$ cat src/rtl/hra_pkg.sv
`timescale 1ns / 1ps

package hra_pkg;

  // Store geometry
  localparam int unsigned POSITIONS = 1024;
  localparam int unsigned WORD_W    = 32;
  localparam int unsigned OFF_W     = $clog2(WORD_W);
  localparam int unsigned NWORDS    = (POSITIONS + WORD_W - 1) / WORD_W;
  localparam int unsigned ADDR_W    = (NWORDS > 1) ? $clog2(NWORDS) : 1;
  localparam int unsigned SCAN_W    = ADDR_W + OFF_W;

  // Field widths
  localparam int unsigned POS_W = 10;
  localparam int unsigned LEN_W = 11;

  // Arithmetic width for slot sums and range compares
  localparam int unsigned EXT_W = ((SCAN_W > LEN_W) ? SCAN_W : LEN_W) + 2;

  localparam logic [ADDR_W-1:0] LAST_ADDR = ADDR_W'(NWORDS - 1);

  // Valid bits in the last word; the rest lie past the store and count as busy
  localparam int unsigned TAIL_BITS = POSITIONS - (NWORDS - 1) * WORD_W;
  localparam logic [WORD_W-1:0] TAIL_MASK = WORD_W'((65'd1 << TAIL_BITS) - 65'd1);

  localparam logic FUNC_ALLOC = 1'b0;
  localparam logic FUNC_FREE  = 1'b1;

  typedef struct packed {
    logic             func;
    logic [POS_W-1:0] position;
    logic [LEN_W-1:0] length;
  } in_t;

  typedef struct packed {
    logic [POS_W-1:0] run_start;
    logic [POS_W-1:0] run_end;
    logic             ok;
  } out_t;

  // Word scan results
  typedef struct packed {
    logic              free_found;  // free slot at or after the offset
    logic [OFF_W-1:0]  free_off;
    logic              stop_found;  // run stops inside this word
    logic [OFF_W-1:0]  stop_off;    // first slot that is not claimed
    logic [WORD_W-1:0] run_mask;    // slots to claim in this word
    logic              lim_beyond;  // run limit lies in a later word
  } scan_t;

endpackage

$ cat src/rtl/hinted_run_allocator_core.sv
`timescale 1ns / 1ps
// Channel | Valid      | Stall      | Payload           | Dir
// input   | in_valid_i | in_stall_o | in_data_i  (in_t) | in
// output  | out_valid_o| out_stall_i| out_data_o (out_t)| out
//
// One transaction at a time. A free reads its word and writes it back. An allocate
// scans bitmap words from the hint for a free slot, then claims the words the run
// spans (none if no slot is free), writing each claimed word back.
// Reset clears the bitmap at once through per-word valid bits; no sweep.
// A finished result sits in the output register, so a stalled output blocks
// input only once the next allocate has its result ready.

module hinted_run_allocator_core (
  input  logic          clk_i,
  input  logic          rst_ni,
  input  logic          in_valid_i,
  output logic          in_stall_o,
  input  hra_pkg::in_t  in_data_i,
  output logic          out_valid_o,
  input  logic          out_stall_i,
  output hra_pkg::out_t out_data_o
);
  import hra_pkg::*;

  typedef enum logic [4:0] {
    ST_IDLE   = 5'b00001,
    ST_FIND   = 5'b00010,
    ST_CLAIM  = 5'b00100,
    ST_FREE   = 5'b01000,
    ST_RESULT = 5'b10000
  } state_e;

  state_e state_q, state_d;

  logic [ADDR_W-1:0] addr_q, addr_d;
  logic [OFF_W-1:0]  off_q, off_d;
  logic [LEN_W-1:0]  want_q, want_d;
  logic [SCAN_W-1:0] start_q, start_d;
  logic [SCAN_W-1:0] end_q, end_d;
  logic [SCAN_W-1:0] limit_q, limit_d;
  logic [WORD_W-1:0] word_q, word_d;
  logic              first_q, first_d;
  logic              res_ok_q, res_ok_d;
  logic              out_valid_q, out_valid_d;
  out_t              out_data_q, out_data_d;

  logic              rd_en;
  logic [ADDR_W-1:0] rd_addr;
  logic [WORD_W-1:0] rd_data;
  logic              wr_en;
  logic [ADDR_W-1:0] wr_addr;
  logic [WORD_W-1:0] wr_data;

  logic [WORD_W-1:0] scan_word;
  scan_t             scan;

  logic [EXT_W-1:0]  hint_ext;
  logic              hint_ok;
  logic [EXT_W-1:0]  lim_sum;
  logic [EXT_W-1:0]  start_ext;
  logic [EXT_W-1:0]  end_ext;
  logic              out_load;

  hra_bitmap u_bitmap (
    .clk_i     (clk_i),
    .rst_ni    (rst_ni),
    .rd_en_i   (rd_en),
    .rd_addr_i (rd_addr),
    .rd_data_o (rd_data),
    .wr_en_i   (wr_en),
    .wr_addr_i (wr_addr),
    .wr_data_i (wr_data)
  );

  // first claim reuses the word found during the search
  assign scan_word = (state_q == ST_CLAIM && first_q) ? word_q : rd_data;

  hra_scan u_scan (
    .word_i  (scan_word),
    .addr_i  (addr_q),
    .off_i   (off_q),
    .limit_i (limit_q),
    .scan_o  (scan)
  );

  assign in_stall_o = (state_q != ST_IDLE);
  assign hint_ext   = EXT_W'(in_data_i.position);
  assign hint_ok    = (hint_ext < EXT_W'(POSITIONS));

  assign lim_sum = EXT_W'({addr_q, scan.free_off}) + EXT_W'(want_q) - EXT_W'(1);

  assign out_load = (state_q == ST_RESULT) && (!out_valid_q || !out_stall_i);

  always_comb begin
    state_d  = state_q;
    addr_d   = addr_q;
    off_d    = off_q;
    want_d   = want_q;
    start_d  = start_q;
    end_d    = end_q;
    limit_d  = limit_q;
    word_d   = word_q;
    first_d  = first_q;
    res_ok_d = res_ok_q;
    rd_en    = 1'b0;
    rd_addr  = addr_q;
    wr_en    = 1'b0;
    wr_addr  = addr_q;
    wr_data  = rd_data;

    unique case (state_q)
      ST_IDLE: begin
        if (in_valid_i) begin
          addr_d = hint_ext[OFF_W +: ADDR_W];
          off_d  = hint_ext[OFF_W-1:0];
          want_d = (in_data_i.length == '0) ? LEN_W'(1) : in_data_i.length;
          if (hint_ok) begin
            rd_en   = 1'b1;
            rd_addr = hint_ext[OFF_W +: ADDR_W];
          end
          if (in_data_i.func == FUNC_FREE) begin
            state_d = hint_ok ? ST_FREE : ST_IDLE;
          end else if (hint_ok) begin
            state_d = ST_FIND;
          end else begin
            res_ok_d = 1'b0;
            state_d  = ST_RESULT;
          end
        end
      end
      ST_FIND: begin
        if (scan.free_found) begin
          start_d = {addr_q, scan.free_off};
          end_d   = {addr_q, scan.free_off};
          off_d   = scan.free_off;
          word_d  = rd_data;
          first_d = 1'b1;
          if (lim_sum > EXT_W'(POSITIONS - 1)) begin
            limit_d = SCAN_W'(POSITIONS - 1);
          end else begin
            limit_d = lim_sum[SCAN_W-1:0];
          end
          state_d = ST_CLAIM;
        end else if (addr_q == LAST_ADDR) begin
          res_ok_d = 1'b0;
          state_d  = ST_RESULT;
        end else begin
          addr_d  = addr_q + ADDR_W'(1);
          off_d   = '0;
          rd_en   = 1'b1;
          rd_addr = addr_q + ADDR_W'(1);
        end
      end
      ST_CLAIM: begin
        wr_en   = 1'b1;
        wr_data = scan_word | scan.run_mask;
        if (!scan.stop_found) begin
          end_d = {addr_q, {OFF_W{1'b1}}};
        end else if (scan.stop_off != off_q) begin
          end_d = {addr_q, scan.stop_off - OFF_W'(1)};
        end
        if (!scan.stop_found && scan.lim_beyond) begin
          addr_d  = addr_q + ADDR_W'(1);
          off_d   = '0;
          first_d = 1'b0;
          rd_en   = 1'b1;
          rd_addr = addr_q + ADDR_W'(1);
        end else begin
          res_ok_d = 1'b1;
          state_d  = ST_RESULT;
        end
      end
      ST_FREE: begin
        wr_en   = 1'b1;
        wr_data = rd_data & ~(WORD_W'(1) << off_q);
        state_d = ST_IDLE;
      end
      ST_RESULT: begin
        if (out_load) begin
          state_d = ST_IDLE;
        end
      end
      default: begin
        state_d = ST_IDLE;
      end
    endcase
  end

  assign start_ext = EXT_W'(start_q);
  assign end_ext   = EXT_W'(end_q);

  always_comb begin
    out_data_d  = out_data_q;
    out_valid_d = out_valid_q;
    if (out_valid_q && !out_stall_i) begin
      out_valid_d = 1'b0;
    end
    if (out_load) begin
      out_valid_d          = 1'b1;
      out_data_d.ok        = res_ok_q;
      out_data_d.run_start = res_ok_q ? start_ext[POS_W-1:0] : '0;
      out_data_d.run_end   = res_ok_q ? end_ext[POS_W-1:0] : '0;
    end
  end

  always_ff @(posedge clk_i or negedge rst_ni) begin
    if (!rst_ni) begin
      state_q     <= ST_IDLE;
      out_valid_q <= 1'b0;
    end else begin
      state_q     <= state_d;
      out_valid_q <= out_valid_d;
    end
  end

  always_ff @(posedge clk_i) begin
    addr_q     <= addr_d;
    off_q      <= off_d;
    want_q     <= want_d;
    start_q    <= start_d;
    end_q      <= end_d;
    limit_q    <= limit_d;
    word_q     <= word_d;
    first_q    <= first_d;
    res_ok_q   <= res_ok_d;
    out_data_q <= out_data_d;
  end

  assign out_valid_o = out_valid_q;
  assign out_data_o  = out_data_q;

endmodule

$ cat src/rtl/hra_bitmap.sv
`timescale 1ns / 1ps

module hra_bitmap (
  input  logic                        clk_i,
  input  logic                        rst_ni,
  input  logic                        rd_en_i,
  input  logic [hra_pkg::ADDR_W-1:0]  rd_addr_i,
  output logic [hra_pkg::WORD_W-1:0]  rd_data_o,
  input  logic                        wr_en_i,
  input  logic [hra_pkg::ADDR_W-1:0]  wr_addr_i,
  input  logic [hra_pkg::WORD_W-1:0]  wr_data_i
);
  import hra_pkg::*;

  logic [WORD_W-1:0] mem_q [NWORDS];
  logic [WORD_W-1:0] rd_data_q;
  logic [NWORDS-1:0] vld_q;
  logic              rd_vld_q;

  always_ff @(posedge clk_i) begin
    if (wr_en_i) begin
      mem_q[wr_addr_i] <= wr_data_i;
    end
    if (rd_en_i) begin
      rd_data_q <= mem_q[rd_addr_i];
    end
  end

  // A word never written since reset reads as all free
  always_ff @(posedge clk_i or negedge rst_ni) begin
    if (!rst_ni) begin
      vld_q    <= '0;
      rd_vld_q <= 1'b0;
    end else begin
      if (wr_en_i) begin
        vld_q[wr_addr_i] <= 1'b1;
      end
      if (rd_en_i) begin
        rd_vld_q <= vld_q[rd_addr_i];
      end
    end
  end

  assign rd_data_o = rd_vld_q ? rd_data_q : '0;

endmodule

$ cat src/rtl/hra_scan.sv
`timescale 1ns / 1ps

module hra_scan (
  input  logic [hra_pkg::WORD_W-1:0] word_i,
  input  logic [hra_pkg::ADDR_W-1:0] addr_i,
  input  logic [hra_pkg::OFF_W-1:0]  off_i,
  input  logic [hra_pkg::SCAN_W-1:0] limit_i,
  output hra_pkg::scan_t             scan_o
);
  import hra_pkg::*;

  logic [WORD_W-1:0] in_range;
  logic [WORD_W-1:0] free_v;
  logic [WORD_W-1:0] from_m;
  logic [WORD_W-1:0] lim_m;
  logic [WORD_W-1:0] hit_v;
  logic [WORD_W-1:0] stop_v;
  logic [ADDR_W-1:0] lim_addr;
  logic [OFF_W-1:0]  lim_off;
  logic              free_found;
  logic [OFF_W-1:0]  free_off;
  logic              stop_found;
  logic [OFF_W-1:0]  stop_off;
  logic [WORD_W-1:0] run_mask;
  logic              lim_beyond;

  assign lim_addr = limit_i[OFF_W +: ADDR_W];
  assign lim_off  = limit_i[OFF_W-1:0];

  assign in_range = (addr_i == LAST_ADDR) ? TAIL_MASK : '1;
  assign free_v   = ~word_i & in_range;
  assign from_m   = {WORD_W{1'b1}} << off_i;

  always_comb begin
    if (addr_i < lim_addr) begin
      lim_m = '1;
    end else if (addr_i == lim_addr) begin
      lim_m = WORD_W'((65'd2 << lim_off) - 65'd1);
    end else begin
      lim_m = '0;
    end
  end

  assign hit_v  = free_v & from_m;
  assign stop_v = ~(free_v & lim_m) & from_m;

  // lowest set bit of each vector
  always_comb begin
    free_found = 1'b0;
    free_off   = '0;
    stop_found = 1'b0;
    stop_off   = '0;
    for (int i = WORD_W - 1; i >= 0; i--) begin
      if (hit_v[i]) begin
        free_found = 1'b1;
        free_off   = OFF_W'(i);
      end
      if (stop_v[i]) begin
        stop_found = 1'b1;
        stop_off   = OFF_W'(i);
      end
    end
  end

  always_comb begin
    if (stop_found) begin
      run_mask = from_m & WORD_W'((65'd1 << stop_off) - 65'd1);
    end else begin
      run_mask = from_m;
    end
  end

  assign lim_beyond = (lim_addr > addr_i);

  assign scan_o = '{free_found: free_found,
                    free_off:   free_off,
                    stop_found: stop_found,
                    stop_off:   stop_off,
                    run_mask:   run_mask,
                    lim_beyond: lim_beyond};

endmodule

$ cat config.mk
export PLATFORM = sky130hd
export DESIGN_NAME = hinted_run_allocator_core
export DESIGN_NICKNAME = d
export VERILOG_FILES = /design/src/rtl/hra_pkg.sv /design/src/rtl/hinted_run_allocator_core.sv /design/src/rtl/hra_bitmap.sv /design/src/rtl/hra_scan.sv
export SDC_FILE = /design/constraint.sdc
export NUM_CORES = 2
export LEC_CHECK = 0
export ABC_AREA = 1
export BUFFER_PORTS_ARGS = -buffer_cell sky130_fd_sc_hd__buf_2
export CAP_MARGIN = 20
export CORE_ASPECT_RATIO = 0.5
export CORE_MARGIN = 1.5
export CORE_UTILIZATION = 60
export DETAILED_ROUTE_END_ITERATION = 7
export GPL_TIMING_DRIVEN = 0
export PLACE_DENSITY = 0.83
export SLEW_MARGIN = 10
export SYNTH_ARGS = -nofsm -noshare
export SYNTH_HDL_FRONTEND = slang
export SYNTH_SLANG_ARGS = --single-unit
$ cat constraint.sdc
create_clock -name clk_i -period 8.05 [get_ports clk_i]
set_input_delay 1.2075 -clock clk_i [delete_from_list [all_inputs] [get_ports clk_i]]
set_output_delay 1.2075 -clock clk_i [all_outputs]
set_load 0.02 [all_outputs]
# Yosys cells after proc, flatten, opt, wreduce, memory -nomap -nowiden
# Memories as Yosys holds them, arrays and structs flattened. A register that Yosys moved wholly into a read port is not among the register bits.
# Index checks and enable logic that the tools add are counted.
# totals
ff_bits	145
latchBits	0
ramBits	1024
rom_bits	0
input_bits	26
output_inout_bits	23
wordCells	272
mem_count	1
# mem_list
name	depth	word_bits	rd	rd_ports_with_merged_regs	wr	line	text
u_bitmap.mem_q	32	32	1	1	1	hra_bitmap.sv:15	logic [WORD_W-1:0] mem_q [NWORDS];
# op_classes
addsub	6
mul	0
div	0
order_cmp	7
eq_ne	21
shift	4
n_mux	185
bitwise	10
n_reduce_logical	22
# ops
op	count
$mux 5	81
$and 32x32->32	5
$mux 32	5
$not 32->32	3
$mux 1	84
$or 32x32->32	2
$pmux 32 s2	1
$shl 1x5->32 const A	2
$sub 32x1->32 const B	2
$pmux 5 s3	3
$shl 2x5->32 const A	1
$shl 32x5->32 const A	1
$mux 10	3
$pmux 10 s2	1
$pmux 5 s4	1
$ne 2x2->1 const B	7
$gt 13x10->1 const B	1
$sub 12x1->13 const B	1
$add 10x11->12	1
$lt 5x6->1 const B	2
$logic_not 11->1	1
$lt 10x11->1 const B	1
$eq 5x5->1 const B	2
$reduce_and 4->1	2
29 further kinds	42

# Logic depth before layout (Yosys ltp)
# logic_depth
depth_word	45
depth_mapped	62
ltp_nobuf	62

# Modules after synthesis
# From an unflattened synthesis, not the netlist that was laid out.
# hier_totals
hier_cells	5233
hier_area_um2	54693.7
# modules_own_cells
mod	instances	cells_per_inst	area_per_inst_um2	seq_area_each_um2
hra_bitmap	1	3617	43694.4	32536.2
hinted_run_allocator_core	1	810	7103.1	3334.4
hra_scan	1	806	3896.2	0.0

# Worst setup path before layout
# No wires, ideal clock.
# synth_path
path_kind	register -> register
start	reg addr_q[1]
end	mem u_bitmap.mem_q[0][16] (data pin)
setup_time_ps	454
t_arrival_ps	6192
required_ps	7596
path_slack_ps	1404
stages_incl_launch_ff	52
n_path_buf	2
period_less_slack_ps	6646
cell_sequence	edfxtp_1 > ha_1 > nand2_1 > nor2_1 > a21oi_1 > nand2_1 > clkbuf_1 > clkbuf_1 > o21ai_0 > a21oi_1 > inv_1 > nand2_1 > nand2_1 > nand2_1 > nand2_1 > nand2_1 > nand2_1 > nand2_1 > (+16 left out) > nand2_1 > nand2_1 > nand2_1 > nand2_1 > nand2_1 > nand2_1 > nand2_1 > nand2_1 > inv_1 > ha_1 > nand4_2 > ha_1 > nand2_2 > nor3_4 > nand3_1 > o21ai_0 > a21oi_1 > o21ai_0
# synth_between
elab_chain_len	44
elab_cells_between_ends	77
cone_classes	1 x add/sub; 1 x order compare; 1 x eq/ne; 1 x shift; 68 x mux; 5 x bitwise
# synth_lines
item	line	text
start, declared	hinted_run_allocator_core.sv:35	logic [ADDR_W-1:0] addr_q, addr_d;
start signal, assigned	hinted_run_allocator_core.sv:217	addr_q <= addr_d;
branches (longest 2 deep; another with $lt 5x5->1)	-	
$mux 32 (*)	hra_scan.sv:35	if (addr_i < lim_addr) begin
$and 32x32->32 (*)	hra_scan.sv:45	assign stop_v = ~(free_v & lim_m) & from_m;
$not 32->32 (*)	hra_scan.sv:45	
$and 32x32->32 (*)	hra_scan.sv:45	
$mux 5 (32 in a row)	hra_scan.sv:58	if (stop_v[i]) begin
$shl 1x5->32	hra_scan.sv:67	run_mask = from_m & WORD_W'((65'd1 << stop_off) - 65'd1);
$sub 32x1->32	hra_scan.sv:67	
$and 32x32->32	hra_scan.sv:67	
$mux 32 (*)	hra_scan.sv:66	if (stop_found) begin
$or 32x32->32 (*)	hinted_run_allocator_core.sv:156	wr_data = scan_word | scan.run_mask;
$pmux 32 s2 (*)	hinted_run_allocator_core.sv:111	unique case (state_q)
net u_bitmap.wr_data_i (one bit)	hra_bitmap.sv:11	input logic [hra_pkg::WORD_W-1:0] wr_data_i
end, declared	hra_bitmap.sv:15	
# Mark *: on every way through the listed nets, which the timed path passes.

# Final worst setup path
# layout_path
start	reg addr_q[4]
end	mem u_bitmap.mem_q[30][23] (data pin)
# The elaborated chain is that of the path after synthesis.

==> flow_metrics.env <==
export IMPL_outcome="finished with violations"
export IMPL_violations="DRC"
export IMPL_cp_slowest_stage_delay_ns=0.50
export IMPL_tightest_slew_ns=1.23
export IMPL_synthDistinctLibCells=64
export IMPL_syn_to_final_growth_pct=13.2
export IMPL_finalNetCount=4888
export IMPL_drc_errors=19
export IMPL_grt_overflow_total=0
export IMPL_num_rows=77
export IMPL_top_usage_layer="met2"
export IMPL_synth_flop_cell="edfxtp_1"
export IMPL_critPathKind="reg2reg"
export IMPL_die_area_sq_um=90800
export IMPL_die_h_um=214
export IMPL_numCtsBuffers=102
export IMPL_grt_pass1_wl_um=249000
export IMPL_syn_area_sq_um=53300
export IMPL_holdBufCountCts=0
export IMPL_fin_util_pct=68.5
export IMPL_critPathMostFrequentCell="nand2_1"
export IMPL_core_sq_um=88200
export IMPL_drv_cap=0
export IMPL_path_clk_slew_ns=0.07
export IMPL_io_buffers=48
export IMPL_grt_use_met1_pct=49.0
export IMPL_relSlewSlack_pct=17.8
export IMPL_dr_pass1_iters=8
export IMPL_ios=49
export IMPL_die_w_um=425
export IMPL_start_util_pct=60.5
export IMPL_cp_data_arrival_time_ns=7.98
export IMPL_drtIter0Drc=7504
export IMPL_avgViaCountPerCell=6.68
export IMPL_worst_skew_pair_late_latency_ns=0.74
export IMPL_grt_usage_pct=37.7
export IMPL_layout_commonest_cell="edfxtp_1"
export IMPL_gr_usage_met2_pct=58.1
export IMPL_min_path_type="reg2reg"
export IMPL_cp_data_required_time_ns=8.50
export IMPL_clkSinkCount=1201
export IMPL_ys_async_sr_fraction_pct=3.25
export IMPL_fmax_ghz=0.133
export IMPL_synth_edff_count=1162
export IMPL_setup_viol=0
export IMPL_finalCriticalPeriod_ns=7.53
export IMPL_start_kind="flop"
export IMPL_antenna_found_initial=6
export IMPL_avgRoutedWirePerCell_um=28.3
export IMPL_critPathSlowestCell="edfxtp_1"
export IMPL_synth_avg_cell_area_sq_um=11.6
export IMPL_place_congestion=1.00
export IMPL_grt_pass1_vias=38700
export IMPL_hold_ws_ns=0.466
export IMPL_setup_slack_ns=0.524
export IMPL_synth_seq_cells=1201
export IMPL_skew_ns=0.0664
export IMPL_final_cell_count_no_fill=6087
export IMPL_final_cell_mix="1,162 x edfxtp_1, 658 x nand2_1, 517 x o21ai_0"
export IMPL_root_buffer="clkbuf_16"
export IMPL_grt_max_degree=40
export IMPL_slew_violations=0
export IMPL_dp_slack_ns=-0.466
export IMPL_totalWireLength_um=172000
export IMPL_synthCells=4584
export IMPL_dp_cells=5887
export IMPL_drive_gt1_share_pct=12.7
export IMPL_crit_path_max_fanout=24
export IMPL_hpwl_um=121000
export IMPL_ys_warn_count=0
export IMPL_use_met3_pct=12.0
export IMPL_finalHoldViolCount=0
export IMPL_h_tree_depth=3
export IMPL_cts_tree="built"
export IMPL_yosysSeqAreaShare_pct=67.3
export IMPL_cp_end_kind="flop"
export IMPL_antenna_left=0
export IMPL_period_share_pct=93.5
export IMPL_synthesis_nets=4651
export IMPL_clockBufferDepth=3
export IMPL_num_vias=40700
-- routing by layer --
metal,vias to the layer above,wire [um]
li1,17100,-
met1,19300,60000
met2,3596,75600
met3,631,26500
met4,8,9860
met5,-,78
-- state kept, by name, indices dropped and copies added (netlist names), 5 cells and up --
register and cells:
state_q 5, addr_q 5, limit_q 10, end_q 10
u_bitmap.mem_q 1024, start_q 10, u_bitmap.vld_q 32, want_q 11
u_bitmap.rd_data_q 32, out_data_o 21, word_q 32, off_q 5
-- cells by family after synthesis --
| kind of cell | count (synthesis) | share of synthesized area (%) |
|---|---|---|
| flops | 1201 | 67.3 |
| fa+ha+maj | 41 | 0.976 |
| compound gates | 1086 | 12.8 |
| buf+inv | 545 | 4.51 |
| simple gates | 1689 | 14.1 |
| xor+xnor | 22 | 0.361 |
-- through the flow --
step	TNS [ns]	area [sq um]
after floorplan	0	53300
after global placement	-650.94	55100
after detailed placement	-50.74	56800
after CTS	0	60200
after global routing	-0.0397	60400
final	0	60400
-- worst max-delay path: cells and delay by family (launching register included) --
family | cells | cell delay (ns)
and+or+nand+nor | 46 | 4.20
DFF | 1 | 0.50
AOI/OAI and AO/OA | 5 | 0.91
buffers and inverters | 5 | 1.02
adders and majority gates | 2 | 0.57
-- Yosys cell counts (all sizes together) (3+ instances only) --
cell type  instances  share of area [%]
edfxtp          1162                 65
nand2            673                4.8
o21ai            633                6.0
nor2             530                3.9
inv              258                1.8
or2              217                2.5
nand3            211                2.0
o221ai           209                3.4
clkbuf           152                1.1
buf              128                1.5
o21bai            69               0.97
o311ai            65                1.1
a21oi             63               0.60
ha                40               0.94
dfrtp             38                1.8
nand4             24               0.39
nor3              23               0.25
o211ai            12               0.17
xor2              12               0.20
xnor2             10               0.16
a31oi              8              0.094
clkinv             7              0.049
nor4               7               0.11
a211oi             5              0.070
o2111ai            5              0.094
o31ai              4              0.056
a31o               3              0.049
-- cell type report --
type / instances / area (sq um)
Timing Repair Buffer: 134 / 1660
Multi-Input combinational cell: 2838 / 15600
Fill cell: 5821 / 27800
Tap cell: 1185 / 1480
Clock inverter: 55 / 682
Clock buffer: 129 / 2700
Buffer: 279 / 1410
Inverter: 265 / 997
Sequential cell: 1201 / 35900
Antenna cell: 1 / 2.50
-- timing repair --
| item | CTS | global route |
|---|---|---|
| buffers inserted | 0 | 14 |
| endpoints found under the hold margin | 0 | 0 |
| gates resized for setup | 6 | 18 |
| setup endpoints to repair | 259 | 750 |
| pin swaps | 0 | 3 |
-- path summary, 6_finish.rpt --
kind,slack (ns),startpoint,cells after the start,to
max in group asynchronous,6.72,rst_ni,1,out_valid_o
hold reg to reg,0.47,u_bitmap.vld_q[20],2,u_bitmap.vld_q[20]
min in group asynchronous,0.64,rst_ni,1,u_bitmap.vld_q[10]
setup reg to reg,0.52,addr_q[4],58,u_bitmap.mem_q[30][23]
hold / removal,0.47,u_bitmap.vld_q[20],2,u_bitmap.vld_q[20]
setup / recovery,0.52,addr_q[4],58,u_bitmap.mem_q[30][23]
Power is left out: the tool's default activity adds up to more than one toggle a clock period on the data nets, which glitch-free logic cannot reach.
